`src/hw/rtl/cdt_pkg.sv`:
```
package cdt_pkg;

  localparam int unsigned TIME_W  = 32;
  localparam int unsigned ENTRY_W = 16;
  localparam int unsigned BAR_W   = 7;

  // Shift-add multiplier: 32-bit multiplicand, 16-bit multiplier.
  localparam int unsigned MUL_A_W = TIME_W;
  localparam int unsigned MUL_B_W = ENTRY_W;
  localparam int unsigned MUL_P_W = MUL_A_W + MUL_B_W;

  // remaining * 100 needs 39 bits; the quotient stays below 2^BAR_W.
  localparam int unsigned PCT_NUM_W = TIME_W + BAR_W;

  localparam logic [MUL_B_W-1:0] SCALE_SECONDS = MUL_B_W'(1000);
  localparam logic [MUL_B_W-1:0] SCALE_MINUTES = MUL_B_W'(60000);
  localparam logic [MUL_B_W-1:0] PCT_FACTOR    = MUL_B_W'(100);
  localparam logic [BAR_W-1:0]   FULL_BAR      = BAR_W'(100);

  typedef enum logic [1:0] {
    MODE_IDLE    = 2'd0,
    MODE_RUNNING = 2'd1,
    MODE_PAUSED  = 2'd2,
    MODE_ALARM   = 2'd3
  } mode_e;

  typedef enum logic [2:0] {
    KIND_TICK    = 3'd0,
    KIND_START   = 3'd1,
    KIND_STOP    = 3'd2,
    KIND_RESET   = 3'd3,
    KIND_CLEAR   = 3'd4,
    KIND_PREVIEW = 3'd5
  } kind_e;

  typedef enum logic [2:0] {
    ST_WAIT,
    ST_EXEC,
    ST_CMP,
    ST_SCALE,
    ST_PCT,
    ST_DIV,
    ST_PUSH
  } state_e;

endpackage

```
`src/hw/rtl/countdown_timer_with_pause.sv`:
```
// Millisecond countdown timer with pause and alarm. Each accepted event (tick,
// start, stop, reset, clear, entry preview) produces exactly one result that
// reports the timer state after the event. Stop, reset, clear, a resume from
// pause and ignored events pass the execute state and then the push state,
// which loads the output register. A start from idle or an entry preview also
// runs the bit-serial multiplier that forms entry * 1000 or entry * 60000 one
// entry bit per cycle and finishes once no entry bits are left. A tick that
// runs the countdown out goes from the compare straight to the push state.
// Any other tick while running passes these steps in order:
//   - the elapsed stamp difference,
//   - the compare against the remaining time,
//   - the shift-add unit for remaining * 100,
//   - the restoring divider, which yields the bar percentage one
//     quotient bit per cycle,
//   - the load of the output register.
// One event is worked on at a time, and the input stalls until its result has
// been loaded. A finished result sits in the output register while the next
// event is taken in. The block holds a new result back until the previous one
// has been transferred.
module countdown_timer_with_pause
  import cdt_pkg::*;
(
  input  logic               clk_i,
  input  logic               rst_ni,
  input  logic               in_valid_i,
  output logic               in_stall_o,
  input  logic [2:0]         kind_i,
  input  logic [TIME_W-1:0]  now_ms_i,
  input  logic [ENTRY_W-1:0] entry_value_i,
  input  logic               seconds_mode_i,
  output logic               out_valid_o,
  input  logic               out_stall_i,
  output logic [1:0]         timer_mode_o,
  output logic [TIME_W-1:0]  remaining_ms_o,
  output logic [TIME_W-1:0]  shown_ms_o,
  output logic [BAR_W-1:0]   bar_percent_o,
  output logic               alarm_active_o,
  output logic               clear_entry_o,
  output logic               entry_enabled_o
);

  state_e state_q, state_d;

  // timer state
  mode_e             mode_q, mode_d;
  logic [TIME_W-1:0] remaining_q, remaining_d;
  logic [TIME_W-1:0] start_q, start_d;
  logic [TIME_W-1:0] last_q, last_d;
  logic [TIME_W-1:0] shown_q, shown_d;
  logic [BAR_W-1:0]  bar_q, bar_d;
  logic              keypad_q, keypad_d;
  logic              clr_q, clr_d;
  logic [TIME_W-1:0] elapsed_q, elapsed_d;

  // captured event
  logic [2:0]         kind_q;
  logic [TIME_W-1:0]  now_q;
  logic [ENTRY_W-1:0] entry_q;
  logic               secs_q;

  // output register
  logic out_valid_q, out_valid_d;
  logic push;

  // serial arithmetic
  logic               mul_start;
  logic [MUL_A_W-1:0] mul_a;
  logic [MUL_B_W-1:0] mul_b;
  logic               mul_done;
  logic [MUL_P_W-1:0] mul_prod;
  logic               div_start;
  logic               div_done;
  logic [BAR_W-1:0]   div_quot;

  logic              in_xfer;
  logic [TIME_W:0]   diff;
  logic              expired;
  logic [MUL_B_W-1:0] scale;

  assign in_stall_o = (state_q != ST_WAIT);
  assign in_xfer    = in_valid_i && !in_stall_o;

  // remaining - elapsed with borrow; zero or negative means the countdown ran out
  assign diff    = {1'b0, remaining_q} - {1'b0, elapsed_q};
  assign expired = diff[TIME_W] || (diff[TIME_W-1:0] == '0);
  assign scale   = secs_q ? SCALE_SECONDS : SCALE_MINUTES;

  cdt_mul u_mul (
    .clk_i   (clk_i),
    .rst_ni  (rst_ni),
    .start_i (mul_start),
    .a_i     (mul_a),
    .b_i     (mul_b),
    .done_o  (mul_done),
    .prod_o  (mul_prod)
  );

  cdt_div u_div (
    .clk_i   (clk_i),
    .rst_ni  (rst_ni),
    .start_i (div_start),
    .num_i   (mul_prod[PCT_NUM_W-1:0]),
    .den_i   (start_q),
    .done_o  (div_done),
    .quot_o  (div_quot)
  );

  always_comb begin
    state_d     = state_q;
    mode_d      = mode_q;
    remaining_d = remaining_q;
    start_d     = start_q;
    last_d      = last_q;
    shown_d     = shown_q;
    bar_d       = bar_q;
    keypad_d    = keypad_q;
    clr_d       = clr_q;
    elapsed_d   = elapsed_q;
    mul_start   = 1'b0;
    mul_a       = MUL_A_W'(scale);
    mul_b       = entry_q;
    div_start   = 1'b0;
    push        = 1'b0;

    case (state_q)
      ST_WAIT: begin
        if (in_xfer) begin
          clr_d   = 1'b0;
          state_d = ST_EXEC;
        end
      end

      ST_EXEC: begin
        state_d = ST_PUSH;
        case (kind_q)
          KIND_TICK: begin
            if (mode_q == MODE_RUNNING) begin
              elapsed_d = now_q - last_q;
              last_d    = now_q;
              state_d   = ST_CMP;
            end
          end
          KIND_START: begin
            if (mode_q == MODE_IDLE) begin
              // a zero entry leaves everything as it is
              if (entry_q != '0) begin
                mul_start = 1'b1;
                state_d   = ST_SCALE;
              end
            end else if (mode_q == MODE_PAUSED) begin
              mode_d   = MODE_RUNNING;
              last_d   = now_q;
              keypad_d = 1'b0;
            end
          end
          KIND_STOP: begin
            if (mode_q == MODE_RUNNING) begin
              mode_d = MODE_PAUSED;
            end else if (mode_q == MODE_ALARM) begin
              mode_d   = MODE_IDLE;
              keypad_d = 1'b1;
            end
          end
          KIND_RESET: begin
            mode_d      = MODE_IDLE;
            remaining_d = '0;
            shown_d     = '0;
            bar_d       = FULL_BAR;
            keypad_d    = 1'b1;
          end
          KIND_CLEAR: begin
            // silence the alarm; ask for an empty entry field once idle
            if (mode_q == MODE_ALARM) begin
              mode_d   = MODE_IDLE;
              keypad_d = 1'b1;
              clr_d    = 1'b1;
            end else if (mode_q == MODE_IDLE) begin
              clr_d = 1'b1;
            end
          end
          KIND_PREVIEW: begin
            if (mode_q == MODE_IDLE) begin
              mul_start = 1'b1;
              state_d   = ST_SCALE;
            end
          end
          default: begin
          end
        endcase
      end

      ST_CMP: begin
        if (expired) begin
          remaining_d = '0;
          shown_d     = '0;
          bar_d       = '0;
          mode_d      = MODE_ALARM;
          state_d     = ST_PUSH;
        end else begin
          remaining_d = diff[TIME_W-1:0];
          shown_d     = diff[TIME_W-1:0];
          if (start_q != '0) begin
            mul_start = 1'b1;
            mul_a     = diff[TIME_W-1:0];
            mul_b     = PCT_FACTOR;
            state_d   = ST_PCT;
          end else begin
            state_d = ST_PUSH;
          end
        end
      end

      ST_SCALE: begin
        if (mul_done) begin
          shown_d = mul_prod[TIME_W-1:0];
          if (kind_q == KIND_START) begin
            start_d     = mul_prod[TIME_W-1:0];
            remaining_d = mul_prod[TIME_W-1:0];
            bar_d       = FULL_BAR;
            mode_d      = MODE_RUNNING;
            last_d      = now_q;
            keypad_d    = 1'b0;
          end
          state_d = ST_PUSH;
        end
      end

      ST_PCT: begin
        if (mul_done) begin
          div_start = 1'b1;
          state_d   = ST_DIV;
        end
      end

      ST_DIV: begin
        if (div_done) begin
          bar_d   = div_quot;
          state_d = ST_PUSH;
        end
      end

      ST_PUSH: begin
        // hold the result until the previous one has been transferred
        if (!out_valid_q || !out_stall_i) begin
          push    = 1'b1;
          state_d = ST_WAIT;
        end
      end

      default: begin
        state_d = ST_WAIT;
      end
    endcase
  end

  always_comb begin
    out_valid_d = out_valid_q;
    if (push) begin
      out_valid_d = 1'b1;
    end else if (out_valid_q && !out_stall_i) begin
      out_valid_d = 1'b0;
    end
  end

  always_ff @(posedge clk_i or negedge rst_ni) begin
    if (!rst_ni) begin
      state_q     <= ST_WAIT;
      mode_q      <= MODE_IDLE;
      remaining_q <= '0;
      start_q     <= '0;
      last_q      <= '0;
      shown_q     <= '0;
      bar_q       <= FULL_BAR;
      keypad_q    <= 1'b1;
      clr_q       <= 1'b0;
      out_valid_q <= 1'b0;
    end else begin
      state_q     <= state_d;
      mode_q      <= mode_d;
      remaining_q <= remaining_d;
      start_q     <= start_d;
      last_q      <= last_d;
      shown_q     <= shown_d;
      bar_q       <= bar_d;
      keypad_q    <= keypad_d;
      clr_q       <= clr_d;
      out_valid_q <= out_valid_d;
    end
  end

  // event capture and scratch
  always_ff @(posedge clk_i) begin
    elapsed_q <= elapsed_d;
    if (in_xfer) begin
      kind_q  <= kind_i;
      now_q   <= now_ms_i;
      entry_q <= entry_value_i;
      secs_q  <= seconds_mode_i;
    end
  end

  // result register: snapshot of the state after the event
  always_ff @(posedge clk_i) begin
    if (push) begin
      timer_mode_o    <= mode_q;
      remaining_ms_o  <= remaining_q;
      shown_ms_o      <= shown_q;
      bar_percent_o   <= bar_q;
      alarm_active_o  <= (mode_q == MODE_ALARM);
      clear_entry_o   <= clr_q;
      entry_enabled_o <= keypad_q;
    end
  end

  assign out_valid_o = out_valid_q;

endmodule

```
`src/hw/rtl/cdt_mul.sv`:
```
module cdt_mul
  import cdt_pkg::*;
(
  input  logic               clk_i,
  input  logic               rst_ni,
  input  logic               start_i,
  input  logic [MUL_A_W-1:0] a_i,
  input  logic [MUL_B_W-1:0] b_i,
  output logic               done_o,
  output logic [MUL_P_W-1:0] prod_o
);

  logic               busy_q;
  logic [MUL_P_W-1:0] acc_q;
  logic [MUL_P_W-1:0] a_q;
  logic [MUL_B_W-1:0] b_q;

  // finish as soon as no multiplier bits are left
  assign done_o = busy_q && (b_q == '0);
  assign prod_o = acc_q;

  always_ff @(posedge clk_i or negedge rst_ni) begin
    if (!rst_ni) begin
      busy_q <= 1'b0;
    end else if (start_i) begin
      busy_q <= 1'b1;
    end else if (done_o) begin
      busy_q <= 1'b0;
    end
  end

  // one multiplier bit per cycle, LSB first
  always_ff @(posedge clk_i) begin
    if (start_i) begin
      acc_q <= '0;
      a_q   <= MUL_P_W'(a_i);
      b_q   <= b_i;
    end else if (busy_q && (b_q != '0)) begin
      if (b_q[0]) begin
        acc_q <= acc_q + a_q;
      end
      a_q <= a_q << 1;
      b_q <= b_q >> 1;
    end
  end

endmodule

```
`src/hw/rtl/cdt_div.sv`:
```
module cdt_div
  import cdt_pkg::*;
(
  input  logic                 clk_i,
  input  logic                 rst_ni,
  input  logic                 start_i,
  input  logic [PCT_NUM_W-1:0] num_i,
  input  logic [TIME_W-1:0]    den_i,
  output logic                 done_o,
  output logic [BAR_W-1:0]     quot_o
);

  localparam int unsigned CNT_W = $clog2(BAR_W + 1);

  logic                busy_q;
  logic [CNT_W-1:0]    cnt_q;
  logic [TIME_W-1:0]   rem_q;
  logic [TIME_W-1:0]   den_q;
  logic [BAR_W-1:0]    num_lo_q;
  logic [BAR_W-1:0]    quot_q;
  logic [TIME_W:0]     shifted;
  logic [TIME_W+1:0]   diff;
  logic                ge;

  assign done_o = busy_q && (cnt_q == '0);
  assign quot_o = quot_q;

  // restoring step: bring down one numerator bit, subtract if it fits
  assign shifted = {rem_q, num_lo_q[BAR_W-1]};
  assign diff    = {1'b0, shifted} - {2'b00, den_q};
  assign ge      = !diff[TIME_W+1];

  always_ff @(posedge clk_i or negedge rst_ni) begin
    if (!rst_ni) begin
      busy_q <= 1'b0;
      cnt_q  <= '0;
    end else if (start_i) begin
      busy_q <= 1'b1;
      cnt_q  <= CNT_W'(BAR_W);
    end else if (done_o) begin
      busy_q <= 1'b0;
    end else if (busy_q) begin
      cnt_q <= cnt_q - CNT_W'(1);
    end
  end

  always_ff @(posedge clk_i) begin
    if (start_i) begin
      rem_q    <= num_i[PCT_NUM_W-1:BAR_W];
      num_lo_q <= num_i[BAR_W-1:0];
      den_q    <= den_i;
      quot_q   <= '0;
    end else if (busy_q && (cnt_q != '0)) begin
      rem_q    <= ge ? diff[TIME_W-1:0] : shifted[TIME_W-1:0];
      num_lo_q <= num_lo_q << 1;
      quot_q   <= {quot_q[BAR_W-2:0], ge};
    end
  end

endmodule
```
`config.mk`:
```
export PLATFORM = sky130hd
export DESIGN_NAME = countdown_timer_with_pause
export DESIGN_NICKNAME = d
export VERILOG_FILES = /design/src/hw/rtl/cdt_pkg.sv /design/src/hw/rtl/countdown_timer_with_pause.sv /design/src/hw/rtl/cdt_mul.sv /design/src/hw/rtl/cdt_div.sv
export SDC_FILE = /design/constraint.sdc
export NUM_CORES = 1
export LEC_CHECK = 0
export BUFFER_PORTS_ARGS = -buffer_cell sky130_fd_sc_hd__buf_2
export CAP_MARGIN = 20
export CORE_UTILIZATION = 50
export CTS_CLUSTER_SIZE = 30
export DETAILED_ROUTE_END_ITERATION = 8
export PLACE_DENSITY = 0.7
export RECOVER_POWER = 100
export REMOVE_ABC_BUFFERS = 1
export SYNTH_ARGS = -nofsm -noshare
export SYNTH_HDL_FRONTEND = slang
export SYNTH_SLANG_ARGS = --single-unit
```
`constraint.sdc`:
```
create_clock -name clk_i -period 6.8 [get_ports clk_i]
set_clock_uncertainty 0.2 [all_clocks]
set_input_delay 0.34 -clock clk_i [delete_from_list [all_inputs] [get_ports clk_i]]
set_output_delay 0.34 -clock clk_i [all_outputs]
set_load 0.01 [all_outputs]
```
==> flow_metrics.tcl, run 1 <==
set metrics [dict create \
    status "complete, but fails checks" \
    violations "capacitance limit, slew limit" \
    grtUsageMet3_pct 3.28 \
    grtUsageTotal_pct 24.0 \
    root_buffer "clkbuf_16" \
    layout-drive-gt1-share_pct 9.11 \
    ir_drop_mv 0.270 \
    instances_no_fill 3317 \
    area_growth_pct 13.5 \
    yosysUniqueCellTypes 94 \
    nets 2803 \
    vias 18800 \
    numCtsBuffers 51 \
    place.gp.congestion 0.911 \
    cp_cell_sequence "nor2_1, nand3_2, clkbuf_1, clkinv_1, buf_4, a21oi_1, o21ai_0" \
    num_antenna_cells 0 \
    fmax_mhz 182 \
    critical-path-top-delay-family "buffers and inverters" \
    grt_pass1_wl_microns 97200 \
    tritoncts "done" \
    clk_path_buf_depth 3 \
    numPlacedInstances 3165 \
    top_usage_layer "met2" \
    yosysSeqAreaShare_pct 51.9 \
    die_area_sq_um 51600 \
    worst-setup-path-type "reg -> reg" \
    antenna_left 0 \
    ys.flop_type "edfxtp_1" \
    powerDensity_nw_per_um2 378 \
    synth_edf_count 279 \
    n_fill_cell 4295 \
    routed_via_density 5.68 \
    die_w_microns 227 \
    rows 82 \
    cts_resized 0 \
    slowest_delay_ns 2.05 \
    post_drt_wl_per_cell_microns 18.4 \
    relSlewSlack_pct -145 \
    cp.required_ns 6.92 \
    arrival_ns 5.62 \
    met2_usage_pct 39.2 \
    finish.utilization_pct 57.4 \
    crit_fanout 66 \
    clock_latency_ns 0.61 \
    htree_levels 2 \
    maxCapViolCount 9 \
    drc_errors 0 \
    start_util_pct 50.6 \
    report.final.setup_viol 0 \
    syn-cell-area_sq_um 25300 \
    hpwl_microns 43800 \
    antenna_found_initial 0 \
    use_met1_pct 33.5 \
    grt_max_degree 86 \
    yosysWarnings 0 \
    hp-class "in -> async" \
    worstSetupStartpointType "register" \
    numClockSinks 480 \
    clkTransAtPathRegs_ns 0.06 \
    drt_wl_total_microns 61100 \
    p_leak_nw 12.4 \
    grt_pass1_vias 18300 \
    tightestPinTransition_ns 3.68 \
    min_period_ns 5.50 \
    ys_ff_latch 480 \
    finalHoldViolations 0 \
    grt_setup_unrepaired "no" \
    end_kind "register" \
    syn_inst 2432 \
    ios 134 \
    portBuffers 133 \
    drv_slew 382 \
    syn_area_per_cell_sq_um 10.4 \
    async_flop_share_pct 30.8 \
    die_h_microns 227 \
    grt_overflow 0 \
    dr.pass1.iters 7 \
    slowest_stage "clkbuf_1" \
    critPathBufInv 3 \
    drt_iter0_drc 1614 \
    core-area_sq_um 50100 \
    timing.final.crit_share_pct 80.9 \
]
## through the flow
stage | hold WS [ns] | cell area (sq um) | setup slack [ns] | total power, mW | setup TNS (ns)
floorplan | -0.156 | 24900 | -0.308 | 6.94 | -23.44
global placement | 0.235 | 26600 | 2.12 | 7.87 | 0
detailed placement | 0.233 | 26600 | 1.98 | 7.97 | 0
CTS | 0.164 | 29000 | 1.96 | 11.0 | 0
global route | 0.195 | 28800 | 0.808 | 11.5 | 0
finish | 0.134 | 28800 | 1.30 | 10.9 | 0
## final timing paths
check / start / endpoint / slack [ns] / depth (start not counted)
worst max-delay path: state_q[0]$_DFFE_PN0P_ / u_div.rem_q[24]$_DFFE_PP_ / 1.30 / 7
worst min-delay path: rst_ni / last_q[1]$_DFFE_PN0P_ / 0.13 / 2
worst max register to register: state_q[0]$_DFFE_PN0P_ / u_div.rem_q[24]$_DFFE_PP_ / 1.30 / 7
worst min register to register: shown_q[29]$_DFFE_PN0P_ / shown_ms_o[29]$_DFFE_PP_ / 0.25 / 0
max in group asynchronous: rst_ni / remaining_q[21]$_DFFE_PN0P_ / 2.24 / 3
min in group clk_i: kind_i[0] / kind_q[0]$_DFFE_PP_ / 0.24 / 2
## state kept, by name, indices dropped and copies added (netlist names), 16 cells and up
| signal | cells |
|---|---|
| last_q | 32 |
| u_mul.b_q | 16 |
| elapsed_q | 32 |
| shown_q | 32 |
| entry_q | 16 |
| remaining_q | 32 |
| remaining_ms_o | 32 |
| u_mul.prod_o | 39 |
| u_div.rem_q | 32 |
| shown_ms_o | 32 |
| u_mul.a_q | 39 |
| start_q | 32 |
| now_q | 32 |
| u_div.den_q | 32 |
## routing by layer
metal | vias up | wire length, microns
met4 | 0 | 1330
met2 | 503 | 28800
met1 | 9121 | 27600
met3 | 77 | 3350
met5 | - | 0
li1 | 9126 | -
## synthesized netlist by cell type (23+ instances only)
library cell / n / area [sq um]
nor3_1: 31 / 155
and3_1: 25 / 156
inv_1: 155 / 582
ha_1: 141 / 1760
dfrtp_1: 144 / 3600
xnor2_1: 58 / 508
mux2_2: 62 / 698
xor2_1: 46 / 403
nand2_1: 271 / 1020
o21ai_1: 23 / 115
a21o_1: 65 / 488
nor2_1: 192 / 721
o21ai_0: 135 / 676
nor2b_1: 35 / 219
clkbuf_1: 63 / 236
a21oi_1: 205 / 1030
nand3_1: 43 / 215
dfxtp_1: 53 / 1060
edfxtp_1: 279 / 8380
o221ai_1: 27 / 236
## cell type report
cell class                 count  area (sq um)  area share (%)
clock buffer                  68          1450            5.06
clock inverter                28           349            1.21
inverter                     156           586            2.04
multi-input combinational   1704         11100            38.8
sequential                   480         13100            45.7
tap                          672           841            2.92
timing repair buffer         209          1230            4.28
## timing repair
action / in CTS / in global routing
hold endpoints to repair: 134 / 0
buffers inserted: 0 / 0
hold buffers: 55 / 0
## cells in the final DEF, fill, tap and decap left out, types with 18 or more instances in the layout
| cell | instances |
|---|---|
| ha_1 | 141 |
| mux2i_1 | 22 |
| edfxtp_1 | 279 |
| nor2b_1 | 35 |
| a21o_1 | 65 |
| o21bai_1 | 18 |
| nor4_1 | 19 |
| o221ai_1 | 27 |
| nor3_1 | 30 |
| clkbuf_16 | 54 |
| nand2b_1 | 22 |
| dfxtp_1 | 53 |
| inv_1 | 155 |
| a211oi_1 | 22 |
| and3_1 | 25 |
| clkbuf_1 | 102 |
| dfrtp_1 | 144 |
| o21ai_0 | 151 |
| o211ai_1 | 18 |
| xor2_1 | 46 |
| a21oi_1 | 208 |
| o21a_1 | 19 |
| xnor2_1 | 58 |
| nand3_1 | 44 |
| mux2_2 | 62 |
| nand2_1 | 269 |
| nor2_1 | 192 |
| buf_2 | 51 |
| dlygate4sd3_1 | 55 |
## cells by family after synthesis
group | synth area share [%]
adders and majority gates | 7.28
buffers and inverters | 4.01
and+or+nand+nor | 13.1
xor gates and xnor gates | 3.66
DFF | 51.9
AOI/OAI and AO/OA | 16.2
muxes | 3.86
## power by group
group | switching, mW | internal (mW) | leakage (nW)
combinational | 2.08 | 1.47 | 6.58
sequential | 0.555 | 3.85 | 4.93
clock | 1.20 | 1.72 | 0.855
total | 3.84 | 7.04 | 12.4
Note: power is estimated with default switching activity, not from simulation.
==> run 2: changes to the inputs <==
--- a/config.mk
+++ b/config.mk
@@ -5,12 +5,13 @@
 export SDC_FILE = /design/constraint.sdc
 export NUM_CORES = 1
 export LEC_CHECK = 0
+export ABC_AREA = 1
 export BUFFER_PORTS_ARGS = -buffer_cell sky130_fd_sc_hd__buf_2
 export CAP_MARGIN = 20
 export CORE_UTILIZATION = 50
 export CTS_CLUSTER_SIZE = 30
 export DETAILED_ROUTE_END_ITERATION = 8
-export PLACE_DENSITY = 0.7
+export PLACE_DENSITY = 0.67
 export RECOVER_POWER = 100
 export REMOVE_ABC_BUFFERS = 1
 export SYNTH_ARGS = -nofsm -noshare
==> constraint.sdc (replaced) <==
create_clock -name clk_i -period 5.2 [get_ports clk_i]
set_clock_uncertainty 0.2 [all_clocks]
set_input_delay 0.26 -clock clk_i [delete_from_list [all_inputs] [get_ports clk_i]]
set_output_delay 0.26 -clock clk_i [all_outputs]
set_load 0.01 [all_outputs]
==> run 2 against run 1 <==
Against the previous run: the flow still finishes with violations (capacitance limit, slew limit); setup slack got worse by 0.62 ns; critical endpoint is now u_mul.a_q[3]$_DFFE_PP_; power fell by 27%; utilization barely moved; non-clock buffer count rose by 2; maximum frequency rose by 22%; wire length rose by 20%.
==> flow_metrics.tcl, run 2 <==
set metrics [dict create \
    finalPower_mw 7.91 \
    worstSetupStartpointType "register" \
    post_drt_wl_per_cell_microns 17.8 \
    synth_top_cells_by_area "edfxtp_1, dfrtp_1, nand2_1" \
    yosysWarnings 0 \
    core-area_sq_um 52600 \
    clkTransAtPathRegs_ns 0.06 \
    clock_latency_ns 0.61 \
    antenna_found_initial 0 \
    drt_iter0_drc 1534 \
    dr.pass1.iters 6 \
    ys.flop_type "edfxtp_1" \
    die_w_microns 232 \
    min_from "now_ms_i[1]" \
    ios 134 \
    vias 22000 \
    crit_fanout 48 \
    yosysSeqAreaShare_pct 49.5 \
    root_buffer "clkbuf_16" \
    maxCapViolCount 6 \
    place.gp.congestion 0.987 \
    grt_pass1_vias 21700 \
    nets 3580 \
    min_period_ns 4.52 \
    start_util_pct 50.5 \
    die_area_sq_um 54000 \
    powerDensity_nw_per_um2 262 \
    hp-class "in -> reg" \
    cp-startpoint "remaining_q[0]$_DFFE_PN0P_" \
    tritoncts "done" \
    numClockSinks 480 \
    grt_setup_unrepaired "no" \
    holdWs_ns 0.170 \
    setup_tns_ns 0 \
    placed_area_sq_um 28000 \
    syn_area_per_cell_sq_um 8.34 \
    yosysUniqueCellTypes 57 \
    ff2ff_setup_slack_ns 0.68 \
    worst_slack_ns 0.682 \
    ir_drop_mv 0.271 \
    rr_worst_depth 22 \
    yosysMostFrequentCell "nand2_1" \
    htree_levels 2 \
    r2r_end "u_mul.a_q[3]$_DFFE_PP_" \
    routed_via_density 5.34 \
    cp.required_ns 5.22 \
    stdcell_area_sq_um 30200 \
    synth_mux_area_share_pct 0.156 \
    num_antenna_cells 0 \
    relSlewSlack_pct -147 \
    p_leak_nw 14.1 \
    async_flop_share_pct 30.8 \
    synth_compound_gate_area_share_pct 12.1 \
    timing.final.crit_share_pct 86.9 \
    synth_edf_count 279 \
    arrival_ns 4.53 \
    tightestPinTransition_ns 3.71 \
    die_h_microns 232 \
    finalHoldViolations 0 \
    grt_pass1_wl_microns 114000 \
    synth_top_family_by_area "simple AND/OR/NAND/NOR gates" \
    pre_cts_slack_ns 1.01 \
    yosys.area.top_type "edfxtp_1" \
    cts_resized 0 \
    holdPathEnd "now_q[1]$_DFFE_PP_" \
    final_common_cell "nand2_1" \
    syn_inst 3184 \
    portBuffers 133 \
    synth_fa_ha_area_share_pct 6.95 \
    area_growth_pct 13.8 \
    numCtsBuffers 51 \
    grt_max_degree 78 \
    hpwl_microns 55500 \
    layout-drive-gt1-share_pct 5.41 \
    synthXorXnorAreaFrac_pct 2.64 \
    status "complete, but fails checks" \
    final_cell_mix "nand2_1, inv_1, edfxtp_1, nor2_1, a21oi_1" \
    rows 84 \
    reg2reg_from "remaining_q[0]$_DFFE_PN0P_" \
    synth_top_area_share_pct 31.6 \
    instances_no_fill 4109 \
    synth.top_cells.by_count "nand2_1, inv_1, edfxtp_1, nor2_1, a21oi_1" \
    antenna_left 0 \
    holdPathStages 2 \
    fmax_mhz 221 \
    drv_slew 310 \
    numPlacedInstances 3958 \
    finish.utilization_pct 57.5 \
    grt_overflow 0 \
    violations "capacitance limit, slew limit" \
    syn-cell-area_sq_um 26500 \
    grtUsageTotal_pct 27.3 \
    ys_ff_latch 480 \
    drc_errors 0 \
    worst-setup-path-type "reg -> reg" \
    synth-simple-area-share_pct 20.5 \
    clk_path_buf_depth 3 \
    end_kind "register" \
    report.final.setup_viol 0 \
    drt_wl_total_microns 73200 \
]
[run 2: cell types whose count changed in the layout (fill, tap and decap cells not counted), sizes merged, moves of 25 or more]
cell | before | now
nor2b | 35 | 0
nand2 | 272 | 882
o21ai | 159 | 198
a21o | 65 | 12
inv | 161 | 492
nand3 | 47 | 116
mux2 | 66 | 1
and3 | 25 | 0
o221ai | 27 | 2
nor2 | 192 | 249
o22ai | 8 | 41
[run 2: repair_timing]
item / in CTS / in global routing
buffers inserted: 0 / 0
hold endpoints to repair: 126 / 0
hold buffers: 55 / 0
[run 2: cell families (layout without fill, tap and decap cells)]
family | Yosys count | in the layout
muxes | 4 | 4
AOI/OAI and AO/OA | 571 | 571
buffers and inverters | 565 | 802
and+or+nand+nor | 1339 | 1339
adders and majority gates | 145 | 145
DFF | 480 | 480
xor gates and xnor gates | 80 | 80
[run 2: worst max-delay path by stage]
stage	to	slack, ns	cells past startpoint
6_report	u_mul.a_q[3]$_DFFE_PP_	0.68	22
5_1_grt	u_mul.a_q[3]$_DFFE_PP_	0.36	22
4_1_cts	u_mul.a_q[1]$_DFFE_PP_	1.00	22
3_5_place_dp	u_mul.a_q[7]$_DFFE_PP_	1.01	22
3_3_place_gp	u_mul.a_q[5]$_DFFE_PP_	1.05	22
2_1_floorplan	u_div.num_lo_q[0]$_SDFFCE_PN0P_	0.22	9
[run 2: metal layers]
layer / vias to the layer above / GRT usage (%) / wire length (microns)
li1: 10900 / - / -
met1: 10300 / 35.4 / 31900
met2: 557 / 46.9 / 35300
met3: 159 / 3.16 / 3250
met4: 0 / 9.93 / 2690
met5: - / 0 / 0
[run 2: report_power, final]
group / switching [mW] / internal, mW / total, mW
Clock: 1.51 / 2.32 / 3.83
Sequential: 0.0000000000000000194 / 4.00 / 4.00
Combinational: 0.0366 / 0.0433 / 0.0799
Total: 1.55 / 6.37 / 7.91
[run 2: worst max-delay path: stages (launching register included)]
cell,delay (ns)
dfrtp_1,0.39
inv_1,0.08
ha_1,0.14
inv_1,0.05
fa_1,0.41
nand3_1,0.10
nand3_1,0.14
nand2_1,0.12
nand2_1,0.11
nand3_1,0.11
nand2_1,0.09
nand2_1,0.13
nand2_1,0.09
nand2_1,0.09
nand2_1,0.07
nand2_1,0.07
nor2_1,0.04
nand3_1,0.19
nand4_4,0.39
nand2_1,0.28
inv_4,0.14
nand2_1,0.09
clkbuf_4,0.58
[run 2: final cells by class]
type | instances | area, sq um
fill | 4797 | 22300
clock inverter | 16 | 209
tap | 688 | 861
clock buffer | 79 | 1580
timing repair buffer | 211 | 1300
multi-input combinational | 2139 | 11300
sequential | 480 | 13100
inverter | 496 | 1860
